$ cat src/design/fatlb_pkg.sv
// ----------------------------------------------------------------------------
// FIFO fully associative TLB package
// Sizes, request codes, controller states and the records that pass along
// the row of entry cells.
// ----------------------------------------------------------------------------
package fatlb_pkg;

  localparam int unsigned TLB_ENTRIES = 16;
  localparam int unsigned IDX_W = (TLB_ENTRIES > 1) ? $clog2(TLB_ENTRIES) : 1;
  localparam int unsigned ADDR_W = 32;
  localparam logic [ADDR_W-1:0] ALL_ONES = '1;

  typedef enum logic [1:0] {
    REQ_LOOKUP = 2'd0,
    REQ_INSERT = 2'd1,
    REQ_FLUSH  = 2'd2
  } req_e;

  typedef enum logic {
    ST_IDLE,
    ST_SEARCH
  } state_e;

  typedef struct packed {
    logic              active;
    logic              found;
    logic [ADDR_W-1:0] vaddr;
    logic [ADDR_W-1:0] paddr;
  } token_t;

  typedef struct packed {
    logic wr_en;
    logic flush;
  } cell_ctrl_t;

endpackage

$ cat src/design/fatlb_cell.sv
// ----------------------------------------------------------------------------
// TLB entry cell
// Holds one translation and passes the lookup token on to its neighbour,
// filling in the physical address at the first matching valid entry.
// ----------------------------------------------------------------------------
module fatlb_cell (
  input  logic                      clk_i,
  input  logic                      rst_ni,
  input  fatlb_pkg::cell_ctrl_t     ctrl_i,
  input  logic [fatlb_pkg::ADDR_W-1:0] wr_tag_i,
  input  logic [fatlb_pkg::ADDR_W-1:0] wr_phys_i,
  input  fatlb_pkg::token_t         token_i,
  output fatlb_pkg::token_t         token_o
);
  import fatlb_pkg::*;

  logic              valid_q, valid_d;
  logic [ADDR_W-1:0] tag_q;
  logic [ADDR_W-1:0] phys_q;
  logic              active_q;
  logic              found_q, found_d;
  logic [ADDR_W-1:0] vaddr_q;
  logic [ADDR_W-1:0] paddr_q, paddr_d;
  logic              match;

  assign match = token_i.active && !token_i.found && valid_q && (tag_q == token_i.vaddr);

  always_comb begin
    valid_d = valid_q;
    if (ctrl_i.flush) begin
      valid_d = 1'b0;
    end else if (ctrl_i.wr_en) begin
      valid_d = 1'b1;
    end
    found_d = token_i.found || match;
    paddr_d = match ? phys_q : token_i.paddr;
  end

  always_ff @(posedge clk_i or negedge rst_ni) begin
    if (!rst_ni) begin
      valid_q  <= 1'b0;
      active_q <= 1'b0;
    end else begin
      valid_q  <= valid_d;
      active_q <= token_i.active;
    end
  end

  always_ff @(posedge clk_i) begin
    if (ctrl_i.wr_en) begin
      tag_q  <= wr_tag_i;
      phys_q <= wr_phys_i;
    end
    found_q <= found_d;
    vaddr_q <= token_i.vaddr;
    paddr_q <= paddr_d;
  end

  assign token_o = '{active: active_q, found: found_q, vaddr: vaddr_q, paddr: paddr_q};

endmodule

$ cat src/design/fifo_fully_associative_tlb.sv
// ----------------------------------------------------------------------------
// FIFO fully associative TLB
// A lookup token walks a row of TLB_ENTRIES entry cells, one cell per cycle.
// Lookup: busy is held while the token walks the row; the result strobe is
// registered from the last cell's output, and busy falls as the strobe shows.
// Insert, flush and the unused code: result in the next cycle, one per cycle.
// Results cannot be stalled. Reset clears all valid bits, pointer and counters.
// ----------------------------------------------------------------------------
module fifo_fully_associative_tlb (
  input  logic                         clk_i,
  input  logic                         rst_ni,
  input  logic                         start_i,
  output logic                         busy_o,
  input  logic [1:0]                   req_type_i,
  input  logic [fatlb_pkg::ADDR_W-1:0] virtual_addr_i,
  input  logic [fatlb_pkg::ADDR_W-1:0] physical_addr_i,
  output logic                         done_o,
  output logic                         hit_o,
  output logic [fatlb_pkg::ADDR_W-1:0] translated_addr_o,
  output logic [fatlb_pkg::ADDR_W-1:0] hit_count_o,
  output logic [fatlb_pkg::ADDR_W-1:0] miss_count_o
);
  import fatlb_pkg::*;

  state_e            state_q, state_d;
  logic [IDX_W-1:0]  fifo_next_q, fifo_next_d;
  logic [ADDR_W-1:0] hits_q, hits_d;
  logic [ADDR_W-1:0] misses_q, misses_d;
  logic              done_q, done_d;
  logic              hit_q, hit_d;
  logic [ADDR_W-1:0] addr_q, addr_d;
  logic              launch;
  logic              is_lookup;
  logic              is_insert;
  logic              is_flush;
  token_t            chain [TLB_ENTRIES+1];
  token_t            tail;

  assign busy_o    = (state_q == ST_SEARCH);
  assign launch    = start_i && !busy_o;
  assign is_lookup = (req_type_i == REQ_LOOKUP);
  assign is_insert = (req_type_i == REQ_INSERT);
  assign is_flush  = (req_type_i == REQ_FLUSH);
  assign tail      = chain[TLB_ENTRIES];

  assign chain[0] = '{active: launch && is_lookup, found: 1'b0,
                      vaddr: virtual_addr_i, paddr: ALL_ONES};

  for (genvar i = 0; i < TLB_ENTRIES; i++) begin : g_cell
    cell_ctrl_t ctrl;
    assign ctrl = '{wr_en: launch && is_insert && (fifo_next_q == IDX_W'(i)),
                    flush: launch && is_flush};
    fatlb_cell u_cell (
      .clk_i     (clk_i),
      .rst_ni    (rst_ni),
      .ctrl_i    (ctrl),
      .wr_tag_i  (virtual_addr_i),
      .wr_phys_i (physical_addr_i),
      .token_i   (chain[i]),
      .token_o   (chain[i+1])
    );
  end

  always_comb begin
    state_d     = state_q;
    fifo_next_d = fifo_next_q;
    hits_d      = hits_q;
    misses_d    = misses_q;
    hit_d       = hit_q;
    addr_d      = addr_q;
    done_d      = 1'b0;
    case (state_q)
      ST_IDLE: begin
        if (launch) begin
          if (is_lookup) begin
            state_d = ST_SEARCH;
          end else begin
            done_d = 1'b1;
            hit_d  = 1'b0;
            addr_d = ALL_ONES;
            if (is_insert) begin
              fifo_next_d = (fifo_next_q == IDX_W'(TLB_ENTRIES - 1)) ? '0 :
                            fifo_next_q + 1'b1;
            end else if (is_flush) begin
              fifo_next_d = '0;
            end
          end
        end
      end
      ST_SEARCH: begin
        if (tail.active) begin
          state_d = ST_IDLE;
          done_d  = 1'b1;
          hit_d   = tail.found;
          addr_d  = tail.paddr;
          if (tail.found) begin
            hits_d = hits_q + 1'b1;
          end else begin
            misses_d = misses_q + 1'b1;
          end
        end
      end
      default: begin
        state_d = ST_IDLE;
      end
    endcase
  end

  always_ff @(posedge clk_i or negedge rst_ni) begin
    if (!rst_ni) begin
      state_q     <= ST_IDLE;
      fifo_next_q <= '0;
      hits_q      <= '0;
      misses_q    <= '0;
      done_q      <= 1'b0;
      hit_q       <= 1'b0;
      addr_q      <= ALL_ONES;
    end else begin
      state_q     <= state_d;
      fifo_next_q <= fifo_next_d;
      hits_q      <= hits_d;
      misses_q    <= misses_d;
      done_q      <= done_d;
      hit_q       <= hit_d;
      addr_q      <= addr_d;
    end
  end

  assign done_o            = done_q;
  assign hit_o             = hit_q;
  assign translated_addr_o = addr_q;
  assign hit_count_o       = hits_q;
  assign miss_count_o      = misses_q;

endmodule

$ cat config.mk
export PLATFORM = sky130hd
export DESIGN_NAME = fifo_fully_associative_tlb
export DESIGN_NICKNAME = d
export VERILOG_FILES = /design/src/design/fatlb_pkg.sv /design/src/design/fatlb_cell.sv /design/src/design/fifo_fully_associative_tlb.sv
export SDC_FILE = /design/constraint.sdc
export NUM_CORES = 2
export LEC_CHECK = 0
export BUFFER_PORTS_ARGS = -buffer_cell sky130_fd_sc_hd__buf_2
export CELL_PAD_IN_SITES_DETAIL_PLACEMENT = 1
export CELL_PAD_IN_SITES_GLOBAL_PLACEMENT = 1
export CORE_MARGIN = 5
export CORE_UTILIZATION = 50
export DETAILED_ROUTE_END_ITERATION = 10
export PLACE_DENSITY = 0.72
export SYNTH_ARGS = -nofsm -noshare
export SYNTH_HDL_FRONTEND = slang
export SYNTH_SLANG_ARGS = --single-unit
export TNS_END_PERCENT = 1
$ cat constraint.sdc
create_clock -name clk_i -period 14.65 [get_ports clk_i]
set_input_delay 0.7325 -clock clk_i [delete_from_list [all_inputs] [get_ports clk_i]]
set_output_delay 0.7325 -clock clk_i [all_outputs]
set_load 0.005 [all_outputs]
Word-level counts from Yosys, hierarchy flattened
Cells that the tools add are included.
{ "word_totals": {"reg_bits": 2167, "wordCells": 347} }
{ "classes": {"add_sub_neg": 3, "eq_ne": 36, "mux": 66, "reduce_logical": 121, "bitwise": 3} }
{ "op_table": {"columns": ["cell", "n"], "rows": [
  ["$mux W32", 18],
  ["$eq A32 B32 Y1", 16],
  ["$logic_and A1 B1 Y1", 67],
  ["$add A32 B1 Y32 const B", 2],
  ["$pmux W32 S2", 1],
  ["$mux W1", 41],
  ["$reduce_bool A2 Y1", 17],
  ["$eq A4 B4 Y1 const B", 8],
  ["$eq A4 B3 Y1 const B", 4],
  ["$logic_not A1 Y1", 16],
  ["$logic_or A1 B1 Y1", 15],
  ["$mux W4", 3],
  ["$reduce_and A3 Y1", 3],
  ["$eq A4 B2 Y1 const B", 2],
  ["$pmux W1 S2", 3],
  ["$add A4 B1 Y4 const B", 1],
  ["$eq A4 B1 Y1 const B", 1],
  ["$logic_not A4 Y1", 1],
  ["$ne A2 B2 Y1 const B", 2],
  ["$reduce_and A4 Y1", 1],
  ["$not A1 Y1", 3],
  ["$eq A2 B1 Y1 const B", 1],
  ["$eq A2 B2 Y1 const B", 1],
  ["$logic_not A2 Y1", 1],
  ["$ne A2 B1 Y1 const B", 1]
]} }

Logic depth before layout (Yosys ltp)
{ "depth": {"ltp_word": 6, "mapped_depth": 7, "depth_no_buf": 6} }

Cells and area by module
From an unflattened synthesis, not the netlist that was laid out.
{ "hier_totals": {"cells_unflattened": 3837, "area_unflattened_um2": 69695.6} }
{ "modules_own_cells": {"columns": ["module", "cells_per_inst", "area_each_um2", "seq_area_each_um2", "n_inst"], "rows": [
  ["fatlb_cell", 215, 4066.4, 3273.1, 16],
  ["fifo_fully_associative_tlb", 397, 4633.2, 2617.5, 1]
]} }

Least setup slack after synthesis
No wires, ideal clock.
{ "synth_timing": {"path_kind": "input -> register", "start": "input req_type_i[1]", "end": "register g_cell[3].u_cell.phys_q[0] (enable)", "stages": 5, "setup_slack_ns": 8.395, "setup_ns": 0.567, "arrival_ns": 5.688, "path_cell_list": "inv_1 ha_1 and2_1 nand2_1 nor3_1"} }
{ "synth_lines": {"columns": ["element", "line_no", "text"], "rows": [
  ["start: declaration", "fifo_fully_associative_tlb.sv:14", "input logic [1:0] req_type_i,"],
  ["end signal: assignment", "fatlb_cell.sv:52", "phys_q <= wr_phys_i;"],
  ["end: declaration", "fatlb_cell.sv:19", "logic [ADDR_W-1:0] phys_q;"]
]} }

==> flow_summary.yaml <==
clock_network:
  cts_buffer_depth: 3
  cts_made_buffers: 204
  postCtsHoldBufs: 1
  htree_levels: 4
  clock_sinks: 2167
  ctsResizeCount: 0
  cts_tree: "done"
  clk_latency_ns: 0.82
  cts_setup_buffers: 0
  path_clk_slew_ns: 0.06
  cts-root-buf: "clkbuf_16"
power_and_ir_drop:
  p_sw_w: 0.00240
  powerDensity_nw_per_um2: 152
  max-vdd-ir-drop_mv: 0.120
  comb_power_share_pct: 1.7
  switching_share_pct: 20.2
  p_clk_share_pct: 43.6
  p_int_w: 0.00950
  p_seq_share_pct: 54.7
  p_leak_nw: 27.4
die:
  rows: 135
  num_io_pins: 168
  die_area_um2: 144000
  core_um2: 136000
  initial_core_util_pct: 50.4
  die_width_um: 380
  die_h_um: 380
critical_path:
  cp-start-kind: "flop"
  critPathRequiredTime_ns: 15.09
  crit_path_end_kind: "flop"
  arrival_ns: 3.63
  worst-setup-path-type: "flop to flop"
  reg2reg_depth: 5
  critPathMaxFanout: 34
sta:
  grt_setup_unrepaired: "false"
  final-hold-violation-count: 0
  max-slew-margin-rel_pct: 29.1
  slew_viol_final: 0
  min_period_ns: 3.19
  skew_ns: 0.0349
  worst_slack_ns: 11.46
  fin_crit_sh_pct: 21.8
  fin_hold_ws_ns: 0.273
  final.setup.tns_ns: 0
  setup-violations-final: 0
  worstMarginPinSlew_ns: 1.06
  max_freq_mhz: 314
status:
  status: "finished, final reports clean"
synthesis:
  ys_seq_area_share_pct: 79.4
  synthAdderAreaFrac_pct: 0.164
  synth_mux_area_share_pct: 7.93
  synth_top_family_by_area: "multiplexers"
  synthSimpleGateAreaFrac_pct: 3.64
  synth_xor_area_share_pct: 7.29
  synth_top_cell_by_area: "edfxtp_1"
  synth_top_area_share_pct: 44.9
  yosysMostFrequentCell: "edfxtp_1"
  synth_top_cells_by_count: "1,024 x edfxtp_1, 1,008 x dfxtp_1, 433 x xor2_1"
  yosys-top-cells-area: "edfxtp_1 45%, dfxtp_1 29%, mux2_2 6.7%"
  synth_ff_type: "edfxtp_1"
  ys_ff_latch: 2167
  synth_compound_area_share_pct: 0.700
  synth_area_um2: 68500
  synth_fp_nets: 3831
  synth_cells: 3753
  syn_avg_cell_area_um2: 18.2
  synthArstFlopShare_pct: 6.23
  yosysUniqueCellTypes: 40
  synth_edf_count: 1024
  yosys_warnings: 0
placed_design:
  port_buffers: 167
  dp_hpwl_um: 85800
  place_ws_ns: 10.96
  dp.cells: 5677
  routabilityCongestion: 0.739
layout:
  final_nets: 4181
  drive_gt1_share_pct: 23.9
  n_fill_cell: 11900
  area_growth_pct: 14.0
  final_cells: 6069
  post-route-util_pct: 57.5
global_routing:
  track_usage_pct: 19.0
  grt_antenna_before_repair: 3
  grt_overflow_total: 0
  grt_busiest_layer: "met2"
  grt_pass1_wl_um: 210000
  use_met1_pct: 26.5
  use_met3_pct: 3.44
  grt_max_degree: 71
  grt_use_met2_pct: 30.9
  grt_pass1_vias: 34100
drt:
  routed_wl_um: 137000
  first_pass_iters: 5
  vias_per_cell: 5.11
  routed-via-count: 31000
  drt_drc_violations_left: 0
  avgRoutedWirePerCell_um: 22.5
  drt-initial-drc-count: 1726
  antenna_left: 0
job:
  cap_viol_max_count: 0
hold_path:
  whs_path_depth: 1
  hold_path.class: "input pin to flop"
[worst max-delay path, stage by stage, from the launching register on]
cell and delay, ns:
dfrtp_1 0.47, nor2b_1 0.26, and2_1 0.29, nand2_1 0.34, nor2_4 0.84, buf_4 0.57
[power by group through the flow]
stage	sequential, W	combinational [W]	clock, W
3_3_place_gp	0.00664	0.000201	0
2_1_floorplan	0.00662	0.0000783	0
6_report	0.00651	0.000206	0.00518
3_5_place_dp	0.00664	0.000209	0
4_1_cts	0.00651	0.000212	0.00531
5_1_grt	0.00652	0.000225	0.00558
[cell usage in the layout, fill, tap and decap left out, types with 9 or more instances in the layout]
cell type	n
clkbuf_1	60
clkbuf_16	206
bufinv_16	13
ha_1	9
or2_2	47
nor4_1	93
buf_4	37
nand4_1	53
nand2_1	34
buf_2	166
nand4b_1	16
mux2_1	77
nor2_1	16
nor4_4	15
xor2_1	433
dfrtp_1	103
o22a_1	32
clkbuf_8	32
clkinv_2	36
xnor2_1	137
mux2_2	405
nand3_1	36
and4_1	10
dfstp_2	32
clkinv_1	23
o21a_1	16
dfxtp_1	1008
nor3_1	22
edfxtp_1	1024
nor2_4	12
inv_1	17
[flip-flops by register name, summed over array words and instances, names as in the netlist]
signal	count
g_cell.u_cell.valid_q	16
g_cell.u_cell.vaddr_q	480
done_o	1
fifo_next_q	4
hit_o	1
g_cell.u_cell.phys_q	512
g_cell.u_cell.paddr_q	512
g_cell.u_cell.tag_q	512
g_cell.u_cell.active_q	16
translated_addr_o	32
hit_count_o	32
g_cell.u_cell.found_q	16
busy_o	1
miss_count_o	32
[worst paths after layout]
| path | start | end | slack, ns |
|---|---|---|---|
| setup / recovery | busy_o | g_cell[13].u_cell.phys_q[31] | 11.46 |
| hold / removal | virtual_addr_i[24] | g_cell[0].u_cell.vaddr_q[24] | 0.27 |
| setup reg to reg | busy_o | g_cell[13].u_cell.phys_q[31] | 11.46 |
| hold reg to reg | g_cell[13].u_cell.vaddr_q[29] | g_cell[14].u_cell.vaddr_q[29] | 0.35 |
| max in group asynchronous | rst_ni | g_cell[1].u_cell.valid_q | 12.72 |
| min in group asynchronous | rst_ni | miss_count_o[31] | 0.48 |
[stage by stage]
| stage | total power (W) | instance area (um2) |
|---|---|---|
| global placement | 0.00684 | 71400 |
| CTS | 0.0120 | 78100 |
| finish | 0.0119 | 78100 |
| detailed placement | 0.00685 | 71400 |
| global route | 0.0123 | 78100 |
| floorplan | 0.00669 | 68500 |
[cell families (layout without fill, tap and decap cells)]
logic type | Yosys count | in the layout
DFF | 2167 | 2167
AOI/OAI and AO/OA | 60 | 60
adders and majority gates | 9 | 9
muxes | 482 | 482
buffers and inverters | 78 | 610
and+or+nand+nor | 387 | 387
xor gates and xnor gates | 570 | 570
other | 0 | 3
[area by class of cell]
cell class	count	area (um2)	share of cell area [%]
Clock buffer	298	5820	7.45
Timing Repair Buffer	205	1130	1.45
Sequential cell	2167	54300	69.6
Tap cell	1781	2230	2.85
Inverter	17	63.8	0.0817
Antenna cell	3	7.51	0.00961
Multi-Input combinational cell	1508	13600	17.4
Clock inverter	90	875	1.12
[routing by layer]
layer,up-vias,part of all wire (%)
li1,14200,-
met1,16100,47
met2,535,48
met3,190,3.6
met4,2,2.2
met5,-,0.014
Note: power is estimated with default switching activity, not from simulation.
